--- src/gtls_pkg.sv ---
`timescale 1ns / 1ps
// ----------------------------------------------------------------------------
// gtls_pkg
// Shared types, widths and command/status words for the giant tour splitter.
// ----------------------------------------------------------------------------
package gtls_pkg;

    // longest tour handled; position counts run 0..MAX_TOUR
    localparam int MAX_TOUR = 64;
    localparam int POS_W    = $clog2(MAX_TOUR + 1);
    localparam int QADDR_W  = $clog2(MAX_TOUR);

    // field widths fixed by the interface
    localparam int ID_W    = 16;
    localparam int DEM_W   = 16;
    localparam int DST_W   = 24;
    localparam int CFG_W   = 24;
    localparam int RN_W    = 6;
    localparam int FP_W    = 7;
    localparam int COST_W  = 48;

    // internal arithmetic widths
    localparam int LOAD_W  = DEM_W + POS_W;
    localparam int DIST_W  = DST_W + POS_W;
    localparam int CVAL_W  = COST_W + 3;
    localparam int SUM_W   = CVAL_W + 1;

    localparam logic [COST_W-1:0] COST_MAX = '1;

    // configuration register indexes
    localparam int CFG_IDX_W = 1;
    localparam logic [CFG_IDX_W-1:0] REG_CAPACITY = 1'b0;
    localparam logic [CFG_IDX_W-1:0] REG_PENALTY  = 1'b1;

    typedef struct packed {
        logic [ID_W-1:0]  customer_id;
        logic [DEM_W-1:0] demand;
        logic [DST_W-1:0] dist_from_prev;
        logic [DST_W-1:0] dist_from_depot;
        logic [DST_W-1:0] dist_to_depot;
        logic             last_customer;
    } t_in_word;

    typedef struct packed {
        logic              feasible;
        logic [RN_W-1:0]   route_number;
        logic [FP_W-1:0]   first_position;
        logic [FP_W-1:0]   last_position;
        logic [COST_W-1:0] split_cost;
        logic              last_route;
    } t_out_word;

    // deque entry: candidate index, its prefix load and its potential
    typedef struct packed {
        logic [POS_W-1:0]         idx;
        logic [LOAD_W-1:0]        load;
        logic signed [CVAL_W-1:0] val;
    } t_qent;

    // route stack entry built while walking predecessors
    typedef struct packed {
        logic [POS_W-1:0] first;
        logic [POS_W-1:0] last;
    } t_stk;

    typedef struct packed {
        logic accept;
        logic q_rd_back;
        logic tail_dec;
        logic push;
        logic head_inc;
        logic set_infeas;
        logic commit;
        logic walk_init;
        logic walk_step;
        logic out_init;
        logic load_inf;
        logic load_out;
        logic out_next;
    } t_cmd;

    typedef struct packed {
        logic infeas;
        logic q_ne;
        logic back_pop;
        logic front_pop;
        logic tour_end;
        logic walk_done;
        logic out_last;
    } t_stat;

endpackage

--- src/gtls_ctrl.sv ---
`timescale 1ns / 1ps
// ----------------------------------------------------------------------------
// gtls_ctrl
// Sequencer: deque update per customer, predecessor walk and route output.
// ----------------------------------------------------------------------------
module gtls_ctrl
    import gtls_pkg::*;
(
    input  logic  i_clk,
    input  logic  i_rst_n,
    input  logic  i_in_valid,
    output logic  o_in_ready,
    output logic  o_out_valid,
    input  logic  i_out_ready,
    input  t_stat i_stat,
    output t_cmd  o_cmd
);

    typedef enum logic [3:0] {
        S_IDLE,
        S_BACK_RD,
        S_BACK_CMP,
        S_PUSH,
        S_FRONT_RD,
        S_FRONT_CMP,
        S_END,
        S_INF_LD,
        S_WALK_RD,
        S_WALK_WR,
        S_OUT_RD,
        S_OUT_LD,
        S_OUT_WAIT
    } t_state;

    t_state r_state;
    t_state n_state;

    // decode next state and commands
    always_comb begin
        n_state = r_state;
        o_cmd   = '0;
        case (r_state)
            S_IDLE: begin
                if (i_in_valid) begin
                    o_cmd.accept = 1'b1;
                    n_state      = S_BACK_RD;
                end
            end
            S_BACK_RD: begin
                if (i_stat.infeas) begin
                    n_state = S_END;
                end else if (i_stat.q_ne) begin
                    o_cmd.q_rd_back = 1'b1;
                    n_state         = S_BACK_CMP;
                end else begin
                    n_state = S_PUSH;
                end
            end
            S_BACK_CMP: begin
                if (i_stat.back_pop) begin
                    o_cmd.tail_dec = 1'b1;
                    n_state        = S_BACK_RD;
                end else begin
                    n_state = S_PUSH;
                end
            end
            S_PUSH: begin
                o_cmd.push = 1'b1;
                n_state    = S_FRONT_RD;
            end
            S_FRONT_RD: begin
                if (i_stat.q_ne) begin
                    n_state = S_FRONT_CMP;
                end else begin
                    o_cmd.set_infeas = 1'b1;
                    n_state          = S_END;
                end
            end
            S_FRONT_CMP: begin
                if (i_stat.front_pop) begin
                    o_cmd.head_inc = 1'b1;
                    n_state        = S_FRONT_RD;
                end else begin
                    o_cmd.commit = 1'b1;
                    n_state      = S_END;
                end
            end
            S_END: begin
                if (!i_stat.tour_end) begin
                    n_state = S_IDLE;
                end else if (i_stat.infeas) begin
                    n_state = S_INF_LD;
                end else begin
                    o_cmd.walk_init = 1'b1;
                    n_state         = S_WALK_RD;
                end
            end
            S_INF_LD: begin
                o_cmd.load_inf = 1'b1;
                n_state        = S_OUT_WAIT;
            end
            S_WALK_RD: begin
                if (i_stat.walk_done) begin
                    o_cmd.out_init = 1'b1;
                    n_state        = S_OUT_RD;
                end else begin
                    n_state = S_WALK_WR;
                end
            end
            S_WALK_WR: begin
                o_cmd.walk_step = 1'b1;
                n_state         = S_WALK_RD;
            end
            S_OUT_RD: begin
                n_state = S_OUT_LD;
            end
            S_OUT_LD: begin
                o_cmd.load_out = 1'b1;
                n_state        = S_OUT_WAIT;
            end
            S_OUT_WAIT: begin
                if (i_out_ready) begin
                    o_cmd.out_next = 1'b1;
                    n_state        = i_stat.out_last ? S_IDLE : S_OUT_RD;
                end
            end
            default: begin
                n_state = S_IDLE;
            end
        endcase
    end

    // hold state
    always_ff @(posedge i_clk) begin
        if (!i_rst_n) begin
            r_state <= S_IDLE;
        end else begin
            r_state <= n_state;
        end
    end

    assign o_in_ready  = (r_state == S_IDLE);
    assign o_out_valid = (r_state == S_OUT_WAIT);

endmodule

--- config.mk ---
export PLATFORM = sky130hd
export DESIGN_NAME = gtls_ctrl
export DESIGN_NICKNAME = d
export VERILOG_FILES = /design/src/gtls_pkg.sv /design/src/gtls_ctrl.sv
export SDC_FILE = /design/constraint.sdc
export NUM_CORES = 1
export LEC_CHECK = 0
export BUFFER_PORTS_ARGS = -buffer_cell sky130_fd_sc_hd__buf_2
export CELL_PAD_IN_SITES_DETAIL_PLACEMENT = 1
export CELL_PAD_IN_SITES_GLOBAL_PLACEMENT = 1
export CORE_MARGIN = 1
export CORE_UTILIZATION = 28
export CTS_BUF_LIST = sky130_fd_sc_hd__clkbuf_4
export CTS_CLUSTER_DIAMETER = 120
export DETAILED_ROUTE_END_ITERATION = 10
export MAX_ROUTING_LAYER = met4
export PLACE_DENSITY_LB_ADDON = 0.1
export SLEW_MARGIN = 30
export SYNTH_ARGS = -nofsm -noshare
export SYNTH_HDL_FRONTEND = slang
export SYNTH_SLANG_ARGS = --single-unit
--- constraint.sdc ---
create_clock -name i_clk -period 1.4 [get_ports i_clk]
set_input_delay 0 -clock i_clk [delete_from_list [all_inputs] [get_ports i_clk]]
set_output_delay 0 -clock i_clk [all_outputs]
set_load 0.1 [all_outputs]
==> results of run 1 <==
stage by stage:
stage	cells	hold WS, ns
2_1_floorplan	68	0.104
3_3_place_gp	112	0.246
3_5_place_dp	112	0.273
cells in the mapped netlist:
cell type / number / area (um^2)
or4_1: 1 / 7.51
nand2_1: 9 / 33.8
a211o_1: 1 / 8.76
buf_2: 4 / 20.0
o21a_1: 1 / 7.51
nor4_1: 1 / 6.26
a21oi_1: 3 / 15.0
nor2b_1: 1 / 6.26
a41oi_1: 1 / 8.76
and3_1: 1 / 6.26
o21ai_1: 1 / 5.00
inv_1: 3 / 11.3
a31oi_1: 2 / 12.5
nor4bb_1: 1 / 10.0
mux2i_1: 1 / 10.0
a2111oi_0: 1 / 8.76
nor3_1: 5 / 25.0
inv_2: 1 / 3.75
nor4b_1: 2 / 17.5
o21bai_1: 2 / 15.0
o311ai_1: 1 / 8.76
nand2b_1: 4 / 25.0
o211ai_1: 1 / 7.51
and2_1: 1 / 6.26
o32ai_1: 1 / 8.76
or2_4: 1 / 8.76
dfxtp_1: 4 / 80.1
o31a_1: 1 / 8.76
o21ai_0: 1 / 5.00
nor2_1: 10 / 37.5
a21boi_1: 1 / 7.51
cell families after synthesis:
family	share of synthesized area, %
buffers and inverters	7.91
AND/OR/NAND/NOR	42.9
flip-flops	18.1
AO/OA/AOI/OAI	28.8
multiplexers	2.26
==> impl_summary.log, run 1 <==
INFO  metric post_detail_place_hpwl = 2.11 mm
INFO  metric place_ws = -0.141 ns
INFO  metric rows = 13
INFO  metric tool_error = [ERROR DPL-0033] detailed placement checks failed during check placement.
INFO  metric die_w = 41.8 um
INFO  metric synth.lib_cells_used.distinct = 31
INFO  metric port_buffers = 25
INFO  metric routabilityCongestion = 0.873
INFO  metric clk_root_buffer_cell = clkbuf_4
INFO  metric io_pins = 26
INFO  metric stop_stage = 4_1_cts
INFO  metric number_of_setup_buffers_added_after_cts = 5
INFO  metric numCtsBuffers = 3
INFO  metric synthesis.area = 443 um^2
INFO  metric postSynthCellCount = approximately 70
INFO  metric synth_seq_area_share = approximately 18%
INFO  metric cts_hold_buffers = 0
INFO  metric floorplan.die.height = ~42 um
INFO  metric yosys_warnings = 0
INFO  metric detailed_place.area = around 1000 um^2
INFO  metric clk_path_buf_depth = 2
INFO  metric cts_max_level = 1
INFO  metric synth.avg_cell_area = 6.51 um^2
INFO  metric cts_repair_resize_count = 19
INFO  metric flip_flop_and_latch_count_after_synthesis = 4
INFO  metric status = did not finish
INFO  metric effective_utilization_at_floorplan = 32.0%
INFO  metric cts.sinks = 4
INFO  metric synthesis.nets = slightly below 80
==> run 2: changes to the inputs <==
Settings changed: CELL_PAD_IN_SITES_DETAIL_PLACEMENT 1 to not set, CELL_PAD_IN_SITES_GLOBAL_PLACEMENT 1 to not set, CORE_AREA set to 2 2 63 65, CORE_MARGIN 1 to not set, CORE_UTILIZATION 28 to not set, CTS_BUF_LIST sky130_fd_sc_hd__clkbuf_4 to not set, CTS_CLUSTER_DIAMETER 120 to not set, DIE_AREA set to 0 0 65 67, MAX_ROUTING_LAYER met4 to not set, PLACE_DENSITY_LB_ADDON 0.1 to 0.15.
==> run 2 against run 1 <==
The flow now finishes, with violations (negative setup slack). Synthesized cell count did not move. Area after synthesis stayed put.
==> impl_summary.log, run 2 <==
INFO  metric tritoncts = yes
INFO  metric flip_flop_and_latch_count_after_synthesis = 4
INFO  metric postSynth.topFlopCell = dfxtp_1
INFO  metric clk-insertion-delay-late = 0.21 ns
INFO  metric vias = approximately 620
INFO  metric power.density = approximately 1100 nW/um^2
INFO  metric cts.sinks = 4
INFO  metric slew_headroom = approximately three quarters
INFO  metric floorplan.die.height = around 67 um
INFO  metric violated_checks = negative setup slack
INFO  metric final.min_clock_period = 1.40 ns
INFO  metric wirelength_met1 = roughly 750 um
INFO  metric yosysTopAreaCell = dfxtp_1
INFO  metric num_antenna_cells = 0
INFO  metric hold_path.class = primary input to flip-flop
INFO  metric status = finished with violations
INFO  metric synth-async-reset-ratio = 0%
INFO  metric cts_max_level = 1
INFO  metric drv_slew = 0
INFO  metric synth.avg_cell_area = ~6.5 um^2
INFO  metric rows = 22
INFO  metric synthesis.nets = 79
INFO  metric drt_first_pass_iters = 4
INFO  metric fillerInstances = 376
INFO  metric max_ffs_per_register = 4
INFO  metric wl_met2 = 889 um
INFO  metric drt_wl_total = ~1.7 mm
INFO  metric series_of_cell_instances_along_the_critical_path = buf_6 -> nor4bb_4 -> nand2_1 -> nor2_4 -> buf_12
INFO  metric core_region_area = roughly 3600 um^2
INFO  metric final_layout_size_suffix_gt1_share = between 60 and 70%
INFO  metric worstReg2RegStart = r_state[0]
INFO  metric setup.worst_path.start = r_state[3]
INFO  metric hold_path_startpoint = i_rst_n
INFO  metric die_w = roughly 65 um
INFO  metric route.top_layer_used = met4
INFO  metric postSynthCellCount = between 60 and 70
INFO  metric globalRoute.totalOverflow = 0
INFO  metric worstPathRequired = roughly 1.4 ns
INFO  metric routabilityCongestion = between 0.8 and 0.9
INFO  metric effective_utilization_at_floorplan = about an eighth
INFO  metric finalNetCount = about 120
INFO  metric cellLeakagePower = ~0.44 nW
INFO  metric clock.fmax = ~710 MHz
INFO  metric ir_drop = around 0.00032 V
INFO  metric critical_path_arrival = about 1.4 ns
INFO  metric crit_slowest_cell = dfxtp_4
INFO  metric wl_per_cell = roughly 11 um
INFO  metric synth.lib_cells_used.distinct = 31
INFO  metric crit_type = flip-flop to output pin
INFO  metric layout_commonest_cell = buf_12
INFO  metric post_detail_place_hpwl = roughly 1.5 mm
INFO  metric drt_iter0_markers = 13
INFO  metric port_buffers = 25
INFO  metric clk_root_buffer_cell = clkbuf_8
INFO  metric gr-usage-all-layers = roughly 9%
INFO  metric synth_seq_area_share = a little under a fifth
INFO  metric synth.most_common_cell = nor2_1
INFO  metric place_ws = between 0.005 and 0.006 ns
INFO  metric area_delta_synth_final = 162%
INFO  metric ant_nets = 0
INFO  metric grt_setup_unrepaired = true
INFO  metric final_number_of_hold_violating_endpoints = 0
INFO  metric cp-start-kind = flip-flop
INFO  metric register_with_the_most_flip_flops = r_state
INFO  metric cp-end-kind = output pin
INFO  metric crit_fanout = 7
INFO  metric clk_path_buf_depth = 2
INFO  metric synth_top_area_share = between 10% and 20%
INFO  metric drt_via_density = 4.12
INFO  metric ys_top_cells_by_area = dfxtp_1 (18%), nor2_1 (8.5%), nand2_1 (7.6%)
INFO  metric fin_setup_tns = -0.00274 ns
INFO  metric grt_first_pass_wirelength = 3.00 mm
INFO  metric postLayoutSetupSlackWorst = -0.00274 ns
INFO  metric grt_max_degree = 10
INFO  metric io_pins = 26
INFO  metric dr_drc_count = 0
INFO  metric fp.dieArea = 4360 um^2
INFO  metric drv_cap = 0
INFO  metric registers_with_the_most_flip_flops = r_state: 4 flops
INFO  metric initial_antenna_violation_count = 0
INFO  metric setup_viol = 1
INFO  metric final.setup_skew = 0.0000420 ns
INFO  metric synthesis.area = roughly 440 um^2
INFO  metric post_synth_most_frequent_cells = nor2_1 (10), nand2_1 (9), nor3_1 (5)
INFO  metric cpPeakStageDelay = between 0.3 and 0.4 ns
INFO  metric post-route-period-util = 100%
INFO  metric routed-wl-met3 = around 60 um
INFO  metric commonest_cells_after_routing_fill_and_taps_aside = buf_12 (15), buf_2 (10), buf_4 (8)
INFO  metric grt_pass1_vias = about 670
INFO  metric cts.clk_slew.worst_paths = around 0.030 ns
INFO  metric yosys_warnings = 0
INFO  metric synth-edff-count = 0
INFO  metric tightest_slew = between 0.3 and 0.4 ns
INFO  metric numCtsBuffers = 3
==> run 2: cell counts after synthesis <==
No cell type changed its count.
==> run 2: path summary, 6_finish.rpt <==
path | to | slack [ns] | cells after the start
worst min-delay path | r_state[3] | 0.05 | 2
worst max-delay path | o_cmd[5] | -0.003 | 5
worst max register to register | r_state[1] | 0.06 | 5
worst min register to register | r_state[0] | 0.70 | 3
==> run 2: routing by layer <==
metal | track usage (%) | vias to the layer above
met5 | 0 | -
met4 | 4.79 | 0
met3 | 1.69 | 2
met2 | 14.8 | 11
met1 | 10.9 | 289
li1 | - | 320
==> run 2: timing repair <==
item,in CTS,in global routing
buffers inserted,1,0
hold buffers,0,0
pin swaps,1,4
setup endpoints to repair,2,9
hold endpoints to repair,0,0
resized for setup,2,13
==> run 2: logic make-up (layout without fill, tap and decap cells) <==
family	after synthesis	in the layout	synth area share (%)
and+or+nand+nor	37	37	42.9
AOI/OAI and AO/OA	18	18	28.8
buffers and inverters	8	43	7.91
DFF	4	4	18.1
muxes	1	1	2.26
==> run 2: layout make-up <==
class / instances / area [um^2] / share of cell area [%]
Timing Repair Buffer: 36 / 444 / 38.2
Tap cell: 48 / 60.1 / 5.17
Clock buffer: 3 / 41.3 / 3.55
Inverter: 4 / 15.0 / 1.29
Sequential cell: 4 / 87.6 / 7.54
Multi-Input combinational cell: 56 / 514 / 44.2
==> run 2: report_power, final <==
group | switching [mW] | internal [mW] | total [mW] | leakage, nW
Clock | 0.0547 | 0.183 | 0.238 | 0.0216
Sequential | 0.0194 | 0.135 | 0.155 | 0.0347
Combinational | 0.511 | 0.319 | 0.830 | 0.379
Total | 0.585 | 0.638 | 1.22 | 0.435
==> run 2: per-stage QoR <==
stage          cells  util [%]  power, mW  hold slack [ns]  area (um^2)
2_1_floorplan     68         -      0.682            0.104          601
3_3_place_gp     148      29.4      0.957            0.273         1060
3_5_place_dp     148      29.4      0.950            0.274         1060
4_1_cts          151      30.8       1.19           0.0483         1110
5_1_grt          151      32.2       1.30           0.0506         1160
6_report         151      32.2       1.22           0.0500         1160
==> run 2: critical path: cells and delay by family, from the launching register on <==
kind / cells / cell delay (ns)
and+or+nand+nor: 3 / 0.54
DFF: 1 / 0.33
buffers and inverters: 2 / 0.31
No activity file was read; power rests on OpenSTA's default activity.
